**config.mk**
```make
export PLATFORM = sky130hd
export DESIGN_NAME = ilst_cell
export DESIGN_NICKNAME = d
export VERILOG_FILES = /design/src/design/ilst_pkg.sv /design/src/design/ilst_cell.sv
export SDC_FILE = /design/constraint.sdc
export NUM_CORES = 1
export LEC_CHECK = 0
export BUFFER_PORTS_ARGS = -buffer_cell sky130_fd_sc_hd__buf_2
export CAP_MARGIN = 0
export CORE_ASPECT_RATIO = 0.8
export CORE_MARGIN = 10
export CORE_UTILIZATION = 35
export DETAILED_ROUTE_END_ITERATION = 16
export PLACE_DENSITY_LB_ADDON = 0.15
export SLEW_MARGIN = 10
export SYNTH_ARGS = -nofsm -noshare
export SYNTH_HDL_FRONTEND = slang
export SYNTH_SLANG_ARGS = --single-unit
```
**constraint.sdc**
```tcl
create_clock -name clk -period 1.95 [get_ports clk]
set_input_delay 0.0975 -clock clk [delete_from_list [all_inputs] [get_ports clk]]
set_output_delay 0.0975 -clock clk [all_outputs]
set_load 0.05 [all_outputs]
```
**src/design/ilst_pkg.sv**
```systemverilog
package ilst_pkg;

  localparam int CAPACITY = 64;
  localparam int CNT_W    = 7;
  localparam int ACT_W    = 3;
  localparam int DATA_W   = 32;
  localparam int STAT_W   = 2;
  localparam int GRP      = 8;
  localparam int NGRP     = (CAPACITY + GRP - 1) / GRP;

  typedef enum logic [ACT_W-1:0] {
    ACT_READ      = 3'd0,
    ACT_INS_HEAD  = 3'd1,
    ACT_INS_TAIL  = 3'd2,
    ACT_INS_AT    = 3'd3,
    ACT_DELETE    = 3'd4
  } action_t;

  typedef enum logic [STAT_W-1:0] {
    STAT_DONE  = 2'd0,
    STAT_RANGE = 2'd1,
    STAT_FULL  = 2'd2
  } status_t;

  typedef enum logic [1:0] {
    ST_IDLE,
    ST_EXEC,
    ST_GATHER
  } state_t;

  typedef struct packed {
    logic              ins;
    logic              del;
    logic              rd;
    logic [CNT_W-1:0]  pos;
    logic [DATA_W-1:0] value;
  } cell_cmd_t;

endpackage

```
**src/design/ilst_cell.sv**
```systemverilog
module ilst_cell
  import ilst_pkg::*;
(
  input  logic              clk,
  input  logic [CNT_W-1:0]  idx,
  input  cell_cmd_t         cmd,
  input  logic [DATA_W-1:0] prev_data,
  input  logic [DATA_W-1:0] next_data,
  output logic [DATA_W-1:0] data,
  output logic [DATA_W-1:0] rd_data
);

  logic hit;
  logic above;

  assign hit     = (idx == cmd.pos);
  assign above   = (idx > cmd.pos);
  assign rd_data = (cmd.rd && hit) ? data : '0;

  always_ff @(posedge clk) begin
    if (cmd.ins) begin
      if (hit) begin
        data <= cmd.value;
      end else if (above) begin
        data <= prev_data;
      end
    end else if (cmd.del) begin
      if (hit || above) begin
        data <= next_data;
      end
    end
  end

endmodule

```
==> results of run 1 <==
worst paths after layout:
kind                     startpoint                  to  cells after the start
worst max-delay path        cmd[38]         rd_data[24]                      8
worst min-delay path  next_data[27]  data[27]$_DFFE_PP_                      3
synth_stat cells:
master | count | area [um2]
nand2_1 | 65 | 244.0
a31oi_1 | 32 | 200.2
and3_1 | 32 | 200.2
edfxtp_1 | 32 | 960.9
nor2_1 | 32 | 120.1
clkbuf_1 | 12 | 45.04
ha_1 | 7 | 87.58
inv_1 | 7 | 26.28
buf_8 | 3 | 45.04
clkbuf_2 | 3 | 15.01
a21oi_1 | 2 | 10.01
a211oi_1 | 1 | 7.510
and4_1 | 1 | 8.760
and4_4 | 1 | 11.26
buf_12 | 1 | 20.02
buf_2 | 1 | 5.000
nand2b_1 | 1 | 6.260
nand4_1 | 1 | 6.260
o21a_1 | 1 | 7.510
o21ai_0 | 1 | 5.000
o221ai_1 | 1 | 8.760
layer usage:
metal,GRT usage [%],share of wire [%]
met5,0,0
met4,4.726,0.93
met3,6.245,9.1
met2,28.26,50
met1,16.32,39
power breakdown:
| part | switching (uW) | total [uW] | internal [uW] |
|---|---|---|---|
| clock network | 213 | 455 | 242 |
| registers | 49.8 | 933 | 883 |
| logic | 539 | 750 | 211 |
| total | 802 | 2140 | 1340 |
worst min-delay path, stage by stage:
cell,delay (ns)
buf_2,0.07
nor2_1,0.03
a31oi_1,0.12
stage by stage:
step | std cells | area (um2) | setup slack [ns]
2_1_floorplan | 237 | 2042 | 0.2090
3_3_place_gp | 479 | 2985 | 0.2510
3_5_place_dp | 479 | 2985 | 0.2275
4_1_cts | 486 | 3063 | 0.2284
5_1_grt | 486 | 3063 | 0.1221
6_report | 486 | 3063 | 0.2276
cell families after synthesis:
kind of cell	share of synthesized area, %
buffers and inverters	7.664
adder cells (fa/ha/maj)	4.292
flip-flops	47.09
AND/OR/NAND/NOR	29.25
AO/OA/AOI/OAI	11.71
layout make-up:
cell class,instances,area [um2],area share [%]
Timing Repair Buffer,184,975.9,31.86
Sequential cell,32,960.9,31.37
Multi-Input combinational cell,178,924.6,30.19
Tap cell,78,97.59,3.186
Clock buffer,6,72.57,2.369
Inverter,7,26.28,0.8578
Clock inverter,1,5.005,0.1634
==> impl_metrics.py, run 1 <==
metrics = {
    "final_layout": {
        "largest_register": "data",
        "fill_cells": 549,
        "final_util_pct": 55.14,
        "area_delta_synth_final_pct": 50.09,
        "reg_top3": "data (32)",
        "num_antenna_cells": 0,
        "largest_reg_flops": 32,
        "most-common-layout-cells": "buf_2 (177), nand2_1 (65)",
        "drive_above_1_share_pct": 47.06,
        "final_net_count": 529,
        "final_common_cell": "buf_2",
    },
    "yosys": {
        "avgSynthCellArea_um2": 8.611,
        "yosys.cell_types.count": 21,
        "synth_area_um2": 2041,
        "synth_seq_cells": 32,
        "yosysWarnings": 0,
        "synthesis.nets": 358,
        "ys_seq_area_share_pct": 47.09,
        "synthCells": 237,
    },
    "worst_setup_path": {
        "arrival_ns": 1.62,
        "critPathBufInv": 4,
        "cp_top_family": "simple AND/OR/NAND/NOR gates",
        "cpMostUsedCell": "buf_2",
        "cp_slowest_cell": "ha_1",
        "startpoint_type": "input pin",
        "critical_path_class": "in2out",
        "max_stage_delay_ns": 0.29,
        "crit_required_ns": 1.85,
        "crit_chain": "buf_2 -> inv_1 -> ha_1 -> and4_1 -> and4_4 -> buf_12 -> and3_1 -> buf_2",
        "cp_max_fo": 34,
        "endpoint_kind": "output pin",
    },
    "global_routing": {
        "grt_usage_pct": 15.51,
        "grt_pass1_vias": 2369,
        "grt_pass1_wl_um": 11670,
        "grt_max_degree": 37,
        "antenna_found_initial": 0,
        "overflow": 0,
    },
    "route": {
        "wl_per_cell_um": 15.79,
        "drtPass1Iterations": 4,
        "drtIter0Drc": 60,
        "ant_nets": 0,
        "drt-total-wl_um": 7672,
        "remaining_drc_errors": 0,
        "vias_per_cell": 4.716,
        "vias": 2292,
    },
    "clock_network": {
        "hold_buffers": 0,
        "cts.sinks": 32,
        "htree_levels": 2,
        "clk_path_buf_depth": 2,
        "post_cts_buffers": 0,
        "cts_tree": "built",
        "clkTransAtPathRegs_ns": 0.06,
        "cts_resized": 0,
        "cts-root-buf": "clkbuf_8",
        "tritoncts.num_buffers": 5,
    },
    "sta": {
        "hold_viol": 0,
        "fin_crit_sh_pct": 88.33,
        "slew_violations": 0,
        "slew-limit-headroom_pct": 69.96,
        "holdWs_ns": 0.1657,
        "setup_viol": 0,
        "period_minus_slack_ns": 1.722,
        "timing.fmax_mhz": 580.6,
        "rsz0062_at_grt": "no",
        "timing.setup.tns_ns": 0,
        "worst_slew_pin_slew_ns": 0.4506,
    },
    "floorplan": {
        "die_area_um2": 9304,
        "die_h_um": 88.30,
        "rows": 24,
        "start_util_pct": 36.73,
        "top_level_ports": 178,
        "fp.dieW_um": 105.4,
        "coreArea_um2": 5555,
    },
    "power_and_ir_drop": {
        "p_leak_uw": 0.001693,
        "power_density_nw_per_um2": 698.0,
        "vdd_drop_max_mv": 0.2333,
        "fin_total_pwr_uw": 2138,
    },
    "place": {
        "dp_hpwl_um": 6365,
        "io_buffers": 177,
        "place.gp.congestion": 0.7305,
    },
    "job": {
        "max-cap-violations": 0,
    },
    "outcome": {
        "status": "finished clean",
    },
    "hold_path": {
        "hp-class": "in2reg",
    },
}
Power figures use the tool's default switching activity.
==> inputs of run 2 (changes only) <==
--- a/config.mk
+++ b/config.mk
@@ -7,7 +7,7 @@
 export LEC_CHECK = 0
 export BUFFER_PORTS_ARGS = -buffer_cell sky130_fd_sc_hd__buf_2
 export CAP_MARGIN = 0
-export CORE_ASPECT_RATIO = 0.8
+export CORE_ASPECT_RATIO = 1.4
 export CORE_MARGIN = 10
 export CORE_UTILIZATION = 35
 export DETAILED_ROUTE_END_ITERATION = 16
==> constraint.sdc (replaced) <==
create_clock -name clk -period 1.95 [get_ports clk]
set_input_delay 0.2925 -clock clk [delete_from_list [all_inputs] [get_ports clk]]
set_output_delay 0.2925 -clock clk [all_outputs]
set_load 0.05 [all_outputs]
==> impl_metrics.py, run 2 (same netlist as run 1, synthesis figures left out) <==
metrics = {
    "outcome": {
        "status": "finished with violations",
        "violations": "negative setup slack",
    },
    "global_routing": {
        "overflow": 0,
        "grt_usage_pct": 15.66,
        "grt_pass1_vias": 2440,
        "antenna_found_initial": 1,
        "grt_pass1_wl_um": 11860,
        "grt_max_degree": 33,
    },
    "sta": {
        "timing.fmax_mhz": 505.0,
        "period_minus_slack_ns": 1.980,
        "fin_ws_ns": -0.03030,
        "setup_viol": 30,
        "slew-limit-headroom_pct": 69.45,
        "fin_crit_sh_pct": 101.6,
        "worst_slew_pin_slew_ns": 0.4583,
        "slew_violations": 0,
        "hold_viol": 0,
        "rsz0062_at_grt": "yes",
        "holdWs_ns": 0.3577,
    },
    "worst_setup_path": {
        "endpoint_kind": "output pin",
        "crit_chain": "buf_6 -> inv_4 -> ha_4 -> and4_4 -> and4_4 -> buf_12 -> and3_2 -> buf_6",
        "critical_path_class": "in2out",
        "cp_slowest_cell": "and4_4",
        "crit_required_ns": 1.66,
        "critPathBufInv": 4,
        "startpoint_type": "input pin",
        "cp_max_fo": 12,
        "max_stage_delay_ns": 0.31,
        "cp_top_family": "simple AND/OR/NAND/NOR gates",
        "arrival_ns": 1.69,
    },
    "power_and_ir_drop": {
        "seq_power_share_pct": 42.4,
        "switchingPower_uw": 819.9,
        "sw_frac_of_total_pct": 37.33,
        "intPower_uw": 1377,
        "fin_total_pwr_uw": 2197,
        "p_clk_share_pct": 20.8,
        "p_leak_uw": 0.001804,
        "vdd_drop_max_mv": 0.3348,
        "power_density_nw_per_um2": 608.7,
        "combPwrFrac_pct": 36.7,
    },
    "place": {
        "io_buffers": 177,
        "dp_hpwl_um": 6414,
        "place.gp.congestion": 0.7824,
    },
    "route": {
        "met2_length_um": 4617,
        "wl_met3_um": 662,
        "met1_length_um": 2889,
        "remaining_drc_errors": 0,
        "drtPass1Iterations": 4,
        "drtIter0Drc": 122,
        "wl_per_cell_um": 17.01,
        "ant_nets": 0,
        "vias": 2426,
        "vias_per_cell": 4.921,
        "drt-total-wl_um": 8384,
        "routed.top_layer": "met4",
    },
    "final_layout": {
        "largest_register": "data",
        "final_common_cell": "buf_2",
        "most-common-layout-cells": "buf_2 (137), nand2_1 (65), buf_6 (35)",
        "largest_reg_flops": 32,
        "area_delta_synth_final_pct": 76.82,
        "fill_cells": 495,
        "final_net_count": 545,
        "drive_above_1_share_pct": 58.73,
        "reg_top3": "data (32)",
    },
    "clock_network": {
        "htree_levels": 2,
        "cts.sinks": 32,
        "tritoncts.num_buffers": 5,
        "cts-root-buf": "clkbuf_8",
        "clkTransAtPathRegs_ns": 0.06,
        "cts_tree": "built",
        "clk_path_buf_depth": 2,
    },
    "hold_path": {
        "hp-class": "in2reg",
    },
    "floorplan": {
        "fp.dieW_um": 84.54,
        "coreArea_um2": 5605,
        "start_util_pct": 36.41,
        "die_area_um2": 9328,
        "top_level_ports": 178,
        "rows": 32,
        "die_h_um": 110.4,
    },
    "job": {
        "max-cap-violations": 0,
    },
}
-- run 2: cell types whose count changed in the layout (fill, tap and decap cells not counted), sizes merged --
cell | before | now
buf | 184 | 199
clkbuf | 6 | 7
diode | 0 | 1
-- run 2: power groups by stage --
| stage | sequential [uW] | clock, uW | combinational, uW |
|---|---|---|---|
| 2_1_floorplan | 1290 | 0 | 148 |
| 3_3_place_gp | 944 | 0 | 770 |
| 3_5_place_dp | 945 | 0 | 777 |
| 4_1_cts | 933 | 468 | 800 |
| 5_1_grt | 948 | 498 | 859 |
| 6_report | 932 | 458 | 807 |
-- run 2: metrics by stage --
stage          instance area [um2]  cells  worst slack, ns  TNS, ns  util, %
2_1_floorplan                 2093    237         -0.02055  -0.5550        -
3_3_place_gp                  3097    477          -0.1075   -3.318    55.25
3_5_place_dp                  3097    477          -0.1414   -4.283    55.25
4_1_cts                       3516    487         -0.04088  -0.6050    62.72
5_1_grt                       3608    493         -0.06984   -1.707    64.38
6_report                      3608    493         -0.03030  -0.5350    64.38
-- run 2: worst paths after layout --
kind / startpoint / endpoint / slack, ns / cells past startpoint
worst min-delay path: next_data[27] / data[27]$_DFFE_PP_ / 0.36 / 3
worst max-delay path: cmd[37] / rd_data[5] / -0.03 / 8
-- run 2: what timing repair did --
action / CTS / global route
setup endpoints to repair: 32 / 35
gates cloned: 1 / 2
hold buffers: 0 / 0
buffers inserted: 2 / 4
pin swaps: 1 / 3
resized for setup: 80 / 12
-- run 2: cell type report --
class                   instances  area, um2  area share (%)
diodes                          1      2.502         0.06935
clock buffers                   6      72.57           2.011
clock inverters                 1      5.005          0.1387
inverters                       7      31.28          0.8669
multi-input cells             178       1036           28.71
flip-flops and latches         32      960.9           26.63
well taps                      68      85.08           2.358
repair buffers                200       1415           39.22
-- run 2: per-layer routing --
layer	global-route usage [%]	vias to the layer above
li1	-	1210
met1	15.54	1093
met2	29.08	106
met3	4.993	17
met4	7.311	0
met5	0	-
